## src/hw/rtl/frc_pkg.sv

```systemverilog
// shared types and constants for the fraction add/subtract/reduce block
// no dependencies
package frc_pkg;

  localparam int unsigned OperandWidthDef = 16;
  localparam int unsigned NumOutWidth     = 33;
  localparam int unsigned DenOutWidth     = 31;
  localparam int unsigned QueueDepth      = 2;

  localparam logic CmdAdd = 1'b0;
  localparam logic CmdSub = 1'b1;

  // classification of one item, decided at the front
  typedef struct packed {
    logic zero_den;
    logic t1_neg;
    logic t2_neg;
    logic den_neg;
  } frc_class_t;

  localparam int unsigned ClassWidth = $bits(frc_class_t);

endpackage

```

## src/hw/rtl/fraction_add_sub_reduce.sv

```systemverilog
// top level of the fraction add/subtract/reduce block
// depends on frc_pkg, frc_front, frc_queue, frc_back
//
// adds or subtracts two signed fractions and returns the sum or difference
// in lowest terms with the sign on the numerator
// input channel s_axis: tdata holds the four operands, tuser the command
// (0 add, 1 subtract second from first); an item is taken on tvalid & tready
// output channel m_axis: tdata holds the reduced numerator and denominator,
// tuser flags a zero input denominator (result then reads 0/0)
// in the back end each item passes through the shared multiplier, the
// iterating binary gcd, the bit-serial dividers and the output register
// a zero denominator item skips the arithmetic
// a two-entry queue lets the input side take items while the back end works
// reset clears the queue, the sequencer and the output valid; a stalled
// receiver holds the result in the output register, the back end waits
// in its final step and the queue fills before s_axis_tready_o drops
module fraction_add_sub_reduce import frc_pkg::*; #(
  parameter int unsigned OPERAND_WIDTH = OperandWidthDef
) (
  input  logic clk_i,
  input  logic rst_ni,
  input  logic s_axis_tvalid_i,
  output logic s_axis_tready_o,
  // fields from bit 0: first_numerator, first_denominator,
  // second_numerator, second_denominator, zero fill
  input  logic [((4*OPERAND_WIDTH+7)/8)*8-1:0] s_axis_tdata_i,
  // command
  input  logic s_axis_tuser_i,
  output logic m_axis_tvalid_o,
  input  logic m_axis_tready_i,
  // fields from bit 0: result_numerator, result_denominator
  output logic [63:0] m_axis_tdata_o,
  // zero_denominator_error
  output logic m_axis_tuser_o
);

  localparam int unsigned W  = OPERAND_WIDTH;
  localparam int unsigned QW = ClassWidth + 4 * W;

  // front to queue
  logic             push, full;
  frc_class_t       f_class;
  logic [4*W-1:0]   f_mags;

  // queue to back end
  logic             q_valid, q_pop;
  logic [QW-1:0]    q_data;
  frc_class_t       b_class;

  logic [NumOutWidth-1:0] res_num;
  logic [DenOutWidth-1:0] res_den;

  frc_front #(.OPERAND_WIDTH(W)) u_front (
    .valid_i    (s_axis_tvalid_i),
    .ready_o    (s_axis_tready_o),
    .command_i  (s_axis_tuser_i),
    .operands_i (s_axis_tdata_i[4*W-1:0]),
    .full_i     (full),
    .push_o     (push),
    .class_o    (f_class),
    .mags_o     (f_mags)
  );

  frc_queue #(.DATA_WIDTH(QW)) u_queue (
    .clk_i   (clk_i),
    .rst_ni  (rst_ni),
    .push_i  (push),
    .data_i  ({f_class, f_mags}),
    .full_o  (full),
    .valid_o (q_valid),
    .pop_i   (q_pop),
    .data_o  (q_data)
  );

  assign b_class = q_data[QW-1 -: ClassWidth];

  frc_back #(.OPERAND_WIDTH(W)) u_back (
    .clk_i       (clk_i),
    .rst_ni      (rst_ni),
    .q_valid_i   (q_valid),
    .q_pop_o     (q_pop),
    .class_i     (b_class),
    .mags_i      (q_data[4*W-1:0]),
    .out_valid_o (m_axis_tvalid_o),
    .out_ready_i (m_axis_tready_i),
    .out_num_o   (res_num),
    .out_den_o   (res_den),
    .out_err_o   (m_axis_tuser_o)
  );

  assign m_axis_tdata_o = {res_den, res_num};

endmodule

```

## src/hw/rtl/frc_front.sv

```systemverilog
// front end: accepts items, splits operands into sign and magnitude, classifies
// depends on frc_pkg
module frc_front import frc_pkg::*; #(
  parameter int unsigned OPERAND_WIDTH = OperandWidthDef
) (
  input  logic                           valid_i,
  output logic                           ready_o,
  input  logic                           command_i,
  input  logic [4*OPERAND_WIDTH-1:0]     operands_i,
  input  logic                           full_i,
  output logic                           push_o,
  output frc_class_t                     class_o,
  output logic [4*OPERAND_WIDTH-1:0]     mags_o
);

  localparam int unsigned W = OPERAND_WIDTH;

  logic [3:0]   neg;
  logic [W-1:0] mag [4];

  always_comb begin
    for (int i = 0; i < 4; i++) begin
      neg[i] = operands_i[i*W+W-1];
      mag[i] = neg[i] ? (~operands_i[i*W +: W] + W'(1)) : operands_i[i*W +: W];
    end
  end

  // operand order: a = first num, b = first den, c = second num, d = second den
  always_comb begin
    class_o.zero_den = (mag[1] == '0) || (mag[3] == '0);
    class_o.t1_neg   = neg[0] ^ neg[3];
    class_o.t2_neg   = neg[2] ^ neg[1] ^ (command_i == CmdSub);
    class_o.den_neg  = neg[1] ^ neg[3];
  end

  assign mags_o  = {mag[3], mag[2], mag[1], mag[0]};
  assign ready_o = !full_i;
  assign push_o  = valid_i && !full_i;

endmodule

```

## src/hw/rtl/frc_queue.sv

```systemverilog
// short queue between front and back end
// depends on frc_pkg
module frc_queue import frc_pkg::*; #(
  parameter int unsigned DATA_WIDTH = 8
) (
  input  logic                  clk_i,
  input  logic                  rst_ni,
  input  logic                  push_i,
  input  logic [DATA_WIDTH-1:0] data_i,
  output logic                  full_o,
  output logic                  valid_o,
  input  logic                  pop_i,
  output logic [DATA_WIDTH-1:0] data_o
);

  localparam int unsigned PW = $clog2(QueueDepth);
  localparam int unsigned CW = $clog2(QueueDepth + 1);

  logic [DATA_WIDTH-1:0] entry_q [QueueDepth];
  logic [PW-1:0] wptr_q, wptr_d, rptr_q, rptr_d;
  logic [CW-1:0] cnt_q, cnt_d;

  always_comb begin
    wptr_d = wptr_q;
    rptr_d = rptr_q;
    cnt_d  = cnt_q;
    if (push_i) begin
      wptr_d = (wptr_q == PW'(QueueDepth - 1)) ? '0 : wptr_q + PW'(1);
    end
    if (pop_i) begin
      rptr_d = (rptr_q == PW'(QueueDepth - 1)) ? '0 : rptr_q + PW'(1);
    end
    if (push_i && !pop_i) cnt_d = cnt_q + CW'(1);
    else if (!push_i && pop_i) cnt_d = cnt_q - CW'(1);
  end

  always_ff @(posedge clk_i or negedge rst_ni) begin
    if (!rst_ni) begin
      wptr_q <= '0;
      rptr_q <= '0;
      cnt_q  <= '0;
    end else begin
      wptr_q <= wptr_d;
      rptr_q <= rptr_d;
      cnt_q  <= cnt_d;
    end
  end

  always_ff @(posedge clk_i) begin
    if (push_i) entry_q[wptr_q] <= data_i;
  end

  assign full_o  = (cnt_q == CW'(QueueDepth));
  assign valid_o = (cnt_q != '0);
  assign data_o  = entry_q[rptr_q];

endmodule

```

## src/hw/rtl/frc_back.sv

```systemverilog
// back end: shared multiplier, binary gcd, two exact dividers, output register
// depends on frc_pkg
module frc_back import frc_pkg::*; #(
  parameter int unsigned OPERAND_WIDTH = OperandWidthDef
) (
  input  logic                       clk_i,
  input  logic                       rst_ni,
  input  logic                       q_valid_i,
  output logic                       q_pop_o,
  input  frc_class_t                 class_i,
  input  logic [4*OPERAND_WIDTH-1:0] mags_i,
  output logic                       out_valid_o,
  input  logic                       out_ready_i,
  output logic [NumOutWidth-1:0]     out_num_o,
  output logic [DenOutWidth-1:0]     out_den_o,
  output logic                       out_err_o
);

  localparam int unsigned W  = OPERAND_WIDTH;
  localparam int unsigned PW = 2 * W;
  localparam int unsigned G  = 2 * W + 1;
  localparam int unsigned KW = $clog2(G + 1);
  localparam int unsigned XN = (G > NumOutWidth) ? G : NumOutWidth;
  localparam int unsigned XD = (G > DenOutWidth) ? G : DenOutWidth;

  localparam logic [2:0] StIdle = 3'd0;
  localparam logic [2:0] StMul1 = 3'd1;
  localparam logic [2:0] StMul2 = 3'd2;
  localparam logic [2:0] StMul3 = 3'd3;
  localparam logic [2:0] StGcd  = 3'd4;
  localparam logic [2:0] StDiv  = 3'd5;
  localparam logic [2:0] StOut  = 3'd6;

  logic [2:0]    state_q, state_d;
  frc_class_t    cls_q;
  logic [W-1:0]  am_q, bm_q, cm_q, dm_q;
  logic [PW-1:0] t1_q, t2_q;
  logic          nn_q;
  logic [G-1:0]  x_q, y_q, g_q, nsh_q, dsh_q, nrem_q, drem_q;
  logic [KW-1:0] k_q, cnt_q;

  logic [W-1:0]  mul_a, mul_b;
  logic [PW-1:0] prod;
  logic [G-1:0]  t1x, t2x, nm_new;
  logic          nn_new;
  logic          out_load;
  logic [G:0]    ntry, dtry;
  logic          nfit, dfit;
  logic          neg;
  logic [XN-1:0] num_x;
  logic [XD-1:0] den_x;

  logic          out_valid_q, out_err_q;
  logic [NumOutWidth-1:0] out_num_q;
  logic [DenOutWidth-1:0] out_den_q;

  // one shared multiplier, its product registered in StMul1, StMul2 and StMul3
  always_comb begin
    case (state_q)
      StMul1:  begin mul_a = am_q; mul_b = dm_q; end
      StMul2:  begin mul_a = cm_q; mul_b = bm_q; end
      default: begin mul_a = bm_q; mul_b = dm_q; end
    endcase
  end
  assign prod = PW'(mul_a * mul_b);

  // signed-magnitude combine of the two cross terms
  always_comb begin
    t1x = G'(t1_q);
    t2x = G'(t2_q);
    if (cls_q.t1_neg == cls_q.t2_neg) begin
      nn_new = cls_q.t1_neg;
      nm_new = t1x + t2x;
    end else if (t1x >= t2x) begin
      nn_new = cls_q.t1_neg;
      nm_new = t1x - t2x;
    end else begin
      nn_new = cls_q.t2_neg;
      nm_new = t2x - t1x;
    end
  end

  // restoring division step on both values
  assign ntry = {nrem_q, nsh_q[G-1]};
  assign dtry = {drem_q, dsh_q[G-1]};
  assign nfit = (ntry >= {1'b0, g_q});
  assign dfit = (dtry >= {1'b0, g_q});

  assign out_load = !out_valid_q || out_ready_i;
  assign q_pop_o  = (state_q == StIdle) && q_valid_i;

  always_comb begin
    state_d = state_q;
    case (state_q)
      StIdle: if (q_valid_i) state_d = class_i.zero_den ? StOut : StMul1;
      StMul1: state_d = StMul2;
      StMul2: state_d = StMul3;
      StMul3: state_d = StGcd;
      StGcd:  if ((x_q == '0) || (y_q == '0)) state_d = StDiv;
      StDiv:  if (cnt_q == KW'(G - 1)) state_d = StOut;
      StOut:  if (out_load) state_d = StIdle;
      default: state_d = StIdle;
    endcase
  end

  always_ff @(posedge clk_i or negedge rst_ni) begin
    if (!rst_ni) begin
      state_q     <= StIdle;
      out_valid_q <= 1'b0;
    end else begin
      state_q <= state_d;
      if (state_q == StOut && out_load) out_valid_q <= 1'b1;
      else if (out_ready_i)             out_valid_q <= 1'b0;
    end
  end

  always_ff @(posedge clk_i) begin
    case (state_q)
      StIdle: begin
        if (q_valid_i) begin
          cls_q <= class_i;
          am_q  <= mags_i[0*W +: W];
          bm_q  <= mags_i[1*W +: W];
          cm_q  <= mags_i[2*W +: W];
          dm_q  <= mags_i[3*W +: W];
        end
      end
      StMul1: t1_q <= prod;
      StMul2: t2_q <= prod;
      StMul3: begin
        nn_q  <= nn_new;
        x_q   <= nm_new;
        y_q   <= G'(prod);
        nsh_q <= nm_new;
        dsh_q <= G'(prod);
        k_q   <= '0;
      end
      StGcd: begin
        if ((x_q == '0) || (y_q == '0)) begin
          g_q    <= (x_q | y_q) << k_q;
          nrem_q <= '0;
          drem_q <= '0;
          cnt_q  <= '0;
        end else if (!x_q[0] && !y_q[0]) begin
          x_q <= x_q >> 1;
          y_q <= y_q >> 1;
          k_q <= k_q + KW'(1);
        end else if (!x_q[0]) begin
          x_q <= x_q >> 1;
        end else if (!y_q[0]) begin
          y_q <= y_q >> 1;
        end else if (x_q >= y_q) begin
          x_q <= (x_q - y_q) >> 1;
        end else begin
          y_q <= (y_q - x_q) >> 1;
        end
      end
      StDiv: begin
        nrem_q <= nfit ? G'(ntry - {1'b0, g_q}) : G'(ntry);
        drem_q <= dfit ? G'(dtry - {1'b0, g_q}) : G'(dtry);
        nsh_q  <= {nsh_q[G-2:0], nfit};
        dsh_q  <= {dsh_q[G-2:0], dfit};
        cnt_q  <= cnt_q + KW'(1);
      end
      default: ;
    endcase
  end

  // sign goes onto the numerator
  assign neg   = (nsh_q != '0) && (nn_q ^ cls_q.den_neg);
  assign num_x = neg ? (XN'(0) - XN'(nsh_q)) : XN'(nsh_q);
  assign den_x = XD'(dsh_q);

  always_ff @(posedge clk_i) begin
    if (state_q == StOut && out_load) begin
      out_err_q <= cls_q.zero_den;
      out_num_q <= cls_q.zero_den ? '0 : num_x[NumOutWidth-1:0];
      out_den_q <= cls_q.zero_den ? '0 : den_x[DenOutWidth-1:0];
    end
  end

  assign out_valid_o = out_valid_q;
  assign out_num_o   = out_num_q;
  assign out_den_o   = out_den_q;
  assign out_err_o   = out_err_q;

endmodule

```

## config.mk

```make
export PLATFORM = sky130hd
export DESIGN_NAME = fraction_add_sub_reduce
export DESIGN_NICKNAME = d
export VERILOG_FILES = /design/src/hw/rtl/frc_pkg.sv /design/src/hw/rtl/fraction_add_sub_reduce.sv /design/src/hw/rtl/frc_front.sv /design/src/hw/rtl/frc_queue.sv /design/src/hw/rtl/frc_back.sv
export SDC_FILE = /design/constraint.sdc
export NUM_CORES = 2
export LEC_CHECK = 0
export BUFFER_PORTS_ARGS = -buffer_cell sky130_fd_sc_hd__buf_4
export CORE_UTILIZATION = 66
export CTS_BUF_LIST = sky130_fd_sc_hd__clkbuf_8
export DETAILED_ROUTE_END_ITERATION = 6
export GPL_TIMING_DRIVEN = 0
export PLACE_DENSITY = 0.84
export RECOVER_POWER = 50
export SKIP_CTS_REPAIR_TIMING = 1
export SYNTH_ARGS = -nofsm -noshare
export SYNTH_HDL_FRONTEND = slang
export SYNTH_SLANG_ARGS = --single-unit
export TNS_END_PERCENT = 30
```

## constraint.sdc

```tcl
create_clock -name clk_i -period 11.2 [get_ports clk_i]
set_input_delay 2.24 -clock clk_i [delete_from_list [all_inputs] [get_ports clk_i]]
set_output_delay 2.24 -clock clk_i [all_outputs]
set_load 0.05 [all_outputs]
```

==> run metrics <==
status=finished with violations; violated checks=DRC, capacitance limit, slew limit; Final Critical Period=between 10 and 15 ns; gr busiest metal=met2; Max Clk Rate=~0.091 GHz; Synth Area in Simple Gates=0.143; IO Pins=between 100 and 150; hpwl dp=between 100000 and 150000 um; largest family of logic cells by synthesized area=adder cells; XOR/XNOR share of the synthesized area=0.0470; Die Ht=271 um; CTS tree=done; synthesized cell area=approximately 48000 sq um; Hold Crit Class=reg -> reg; worst setup margin=about 0.19 ns; clk_lat worst skew=0.79 ns; filler instances=slightly above 5000; slew margin rel.=-1.51; Num Clock Sinks=584; layout net count=about 5900; Starting Density=0.667; Avg Cell Area, Syn=between 9 and 10 sq um; worst setup path endpoint=u_back.den_x[24]$_DFFE_PP_; mux cell area share after synthesis=0.0454; layout cells sized above 1=0.0844; Synth cell types=slightly above 90; Worst Setup SP=u_back.state_q[2]$_DFFE_PN0P_; total congestion overflow=0; grt met3 use=0.123; port buffer count=between 100 and 150; Initial DRC Count=5634; reg-to-reg endpoint=u_back.den_x[24]$_DFFE_PP_; Main synth FF type=edfxtp_1; WS Path Type=reg -> reg; WL/cell=roughly 25 um; Post-Syn Nets=roughly 5600; CTS Root Cell=clkbuf_8; core area=between 70000 and 80000 sq um; Reg-to-Reg Start=u_back.state_q[2]$_DFFE_PN0P_; slew at the pin closest to its max-slew limit=~3.8 ns; R2R Setup Slk=0.19 ns; endpoints failing setup=0; sequential-to-total area share from yosys stat=0.367; startpoint types=flop; Worst-path clk slew=0.07 ns; Post-synth EDFFs=around 580; Total GRT Usage=0.429; Post-Route WL=159000 um; CTS buffer count=96; Yosys reg bits=about 600; ANT nets after route=0; Req. time, crit path=roughly 12 ns; met1 Use GR=0.549; initial antenna violation count=15; Worst EP arrival=11.49 ns; routed vias=a little over 40000; Std-Cell Rows=98; Critical Path End Type=flop; fin crit share=0.983; Vias/cell=between 6 and 7; vias in the first global route=between 30000 and 40000; Initial DRT Pass Iterations=7; Util after Layout=0.727; pin count of the biggest net entering global routing=67; unrepaired setup endpoints after global routing=false; DRC viols=4; Die ar.=~73000 sq um; Register-to-Register Path Depth=26; adder-cell share of the synthesized area=0.182; met2 Use GR=0.663; RD Place Congestion=1.02; synthesis-to-layout area growth=9.09%; Syn Inst Count=4983; Max Slew Vio Count=~290; max_cap viols=9; Die X=approximately 270 um; global-route wire length before repair=roughly 240000 um; CP Max Fanout=23; Setup TNS=0 ns; async set-or-reset flop fraction in the synthesized netlist=0.0137; CTS H-tree lvls=3; Ys Warns=0; clock buffer depth=3; pre-CTS setup slack=~0.25 ns; complex-gate fraction of the synthesized area=0.156; Layout Skew=between 0.07 and 0.08 ns; final hold viol count=0
## cells in the final DEF, fill, tap and decap left out, types with 31 or more instances in the layout
cell / Yosys / routed
a21oi_1: 368 / 368
nor4_1: 49 / 49
a31oi_1: 39 / 39
mux2_2: 100 / 85
inv_1: 515 / 536
fa_1: 201 / 201
ha_1: 372 / 372
o21ai_0: 263 / 262
clkbuf_1: 179 / 202
mux2i_1: 80 / 80
nand2b_1: 46 / 46
nor3_1: 100 / 100
and2_1: 39 / 35
edfxtp_1: 576 / 576
nand4_1: 31 / 31
o21bai_1: 42 / 42
nand3_1: 83 / 83
buf_4: 4 / 130
xnor2_1: 189 / 189
xor2_1: 67 / 67
nand2_1: 456 / 455
clkbuf_8: 0 / 100
o31ai_1: 33 / 33
a21o_1: 83 / 83
nor2_1: 470 / 470
a221oi_1: 52 / 52
a211oi_1: 49 / 48
nor2b_1: 75 / 75
## layer usage
layer  share of wire  vias to the layer above
met3            0.12                      600
met2            0.44                     2721
met5         0.00098                        -
met4           0.059                       22
met1            0.37                    19900
li1                -                    18200
## registers in the layout (all words and copies together) (netlist names), 33 cells and up
| name | cells |
|---|---|
| u_back.x_q | 33 |
| u_back.g_q | 33 |
| u_back.nsh_q | 33 |
| u_back.den_x | 33 |
| u_back.drem_q | 33 |
| u_back.out_num_o | 33 |
| u_back.nrem_q | 33 |
| u_queue.entry_q | 136 |
## synthesized netlist by cell type (all sizes together) (11+ instances only)
master / number / share of area
a21oi: 368 / 0.039
clkbuf: 179 / 0.014
or3: 28 / 0.0037
or4: 17 / 0.0027
a221o: 24 / 0.0050
fa: 201 / 0.084
a221oi: 56 / 0.011
nand4: 31 / 0.0041
nand3: 83 / 0.0087
mux2i: 80 / 0.017
o21bai: 42 / 0.0066
nor2b: 75 / 0.0098
ha: 372 / 0.098
xnor2: 189 / 0.035
mux2: 101 / 0.024
and3: 23 / 0.0030
o41ai: 18 / 0.0035
o211ai: 28 / 0.0045
nand2: 457 / 0.036
a31oi: 39 / 0.0051
or2: 22 / 0.0029
a211oi: 49 / 0.0077
nor4: 50 / 0.0067
o21ai: 263 / 0.028
inv: 516 / 0.041
xor2: 67 / 0.012
o311ai: 11 / 0.0020
nor2: 471 / 0.037
and2: 40 / 0.0053
o31ai: 34 / 0.0056
o2111ai: 12 / 0.0022
nor3: 100 / 0.010
edfxtp: 576 / 0.36
o221ai: 11 / 0.0020
nand2b: 46 / 0.0060
a21o: 83 / 0.013
buf: 42 / 0.0043
o21a: 30 / 0.0047
## per-stage QoR
step	area [sq um]	hold WS, ns	std cells
detailed placement	50200	0.499	6078
global placement	49900	0.475	6066
CTS	52100	0.473	6258
floorplan	47700	0.424	4983
global route	52000	0.504	6263
finish	52000	0.485	6274
## area by class of cell
| class | count | area (sq um) | share of cell area |
|---|---|---|---|
| clock buffers | 100 | 1380 | 0.0265 |
| well taps | 950 | 1190 | 0.0229 |
| repair buffers | 146 | 1070 | 0.0205 |
| clock inverters | 80 | 616 | 0.0118 |
| inverters | 521 | 1960 | 0.0376 |
| multi-input cells | 3657 | 27400 | 0.527 |
| diodes | 15 | 37.5 | 0.000722 |
| flip-flops and latches | 584 | 17500 | 0.336 |
| plain buffers | 221 | 877 | 0.0169 |
## worst min-delay path by stage
stage / from / endpoint / slack, ns / depth (start not counted)
6_report: u_back.den_x[13]$_DFFE_PP_ / u_back.den_x[14]$_DFFE_PP_ / 0.48 / 2
3_5_place_dp: u_queue.cnt_q[1]$_DFFE_PN0P_ / u_queue.cnt_q[1]$_DFFE_PN0P_ / 0.50 / 1
3_3_place_gp: u_queue.wptr_q$_DFFE_PN0P_ / u_queue.wptr_q$_DFFE_PN0P_ / 0.48 / 1
5_1_grt: u_back.den_x[13]$_DFFE_PP_ / u_back.den_x[14]$_DFFE_PP_ / 0.50 / 2
2_1_floorplan: u_back.cls_q[3]$_DFFE_PP_ / u_back.out_err_o$_DFFE_PP_ / 0.42 / 0
4_1_cts: u_back.den_x[13]$_DFFE_PP_ / u_back.den_x[14]$_DFFE_PP_ / 0.47 / 2
## cells by family (layout without fill, tap and decap cells)
| kind of cell | Yosys count | in the layout |
|---|---|---|
| other | 0 | 15 |
| muxes | 191 | 191 |
| AOI/OAI and AO/OA | 1160 | 1160 |
| buffers and inverters | 742 | 1068 |
| and+or+nand+nor | 1477 | 1477 |
| adders and majority gates | 573 | 573 |
| DFF | 584 | 584 |
| xor gates and xnor gates | 256 | 256 |
## critical path, cell delays in order (launching register included)
cell	delay [ns]
dfrtp_1	0.36
clkbuf_1	0.31
nor3b_2	0.82
clkbuf_1	0.50
clkbuf_2	0.78
mux2i_1	0.81
nor2_1	0.18
fa_1	0.57
inv_1	0.06
fa_1	0.54
inv_1	0.05
fa_1	0.50
fa_1	0.43
fa_1	0.51
inv_1	0.05
fa_1	0.48
inv_1	0.04
ha_1	0.34
a21o_1	0.20
a21oi_1	0.28
o21ai_0	0.33
a211oi_1	0.84
o21ai_0	0.31
a21o_1	0.23
a21oi_1	0.18
xor2_1	0.80
o21ai_0	0.20
Power is not shown: default switching activity piles up to over one toggle a cycle in this logic, so the estimate is an artifact.
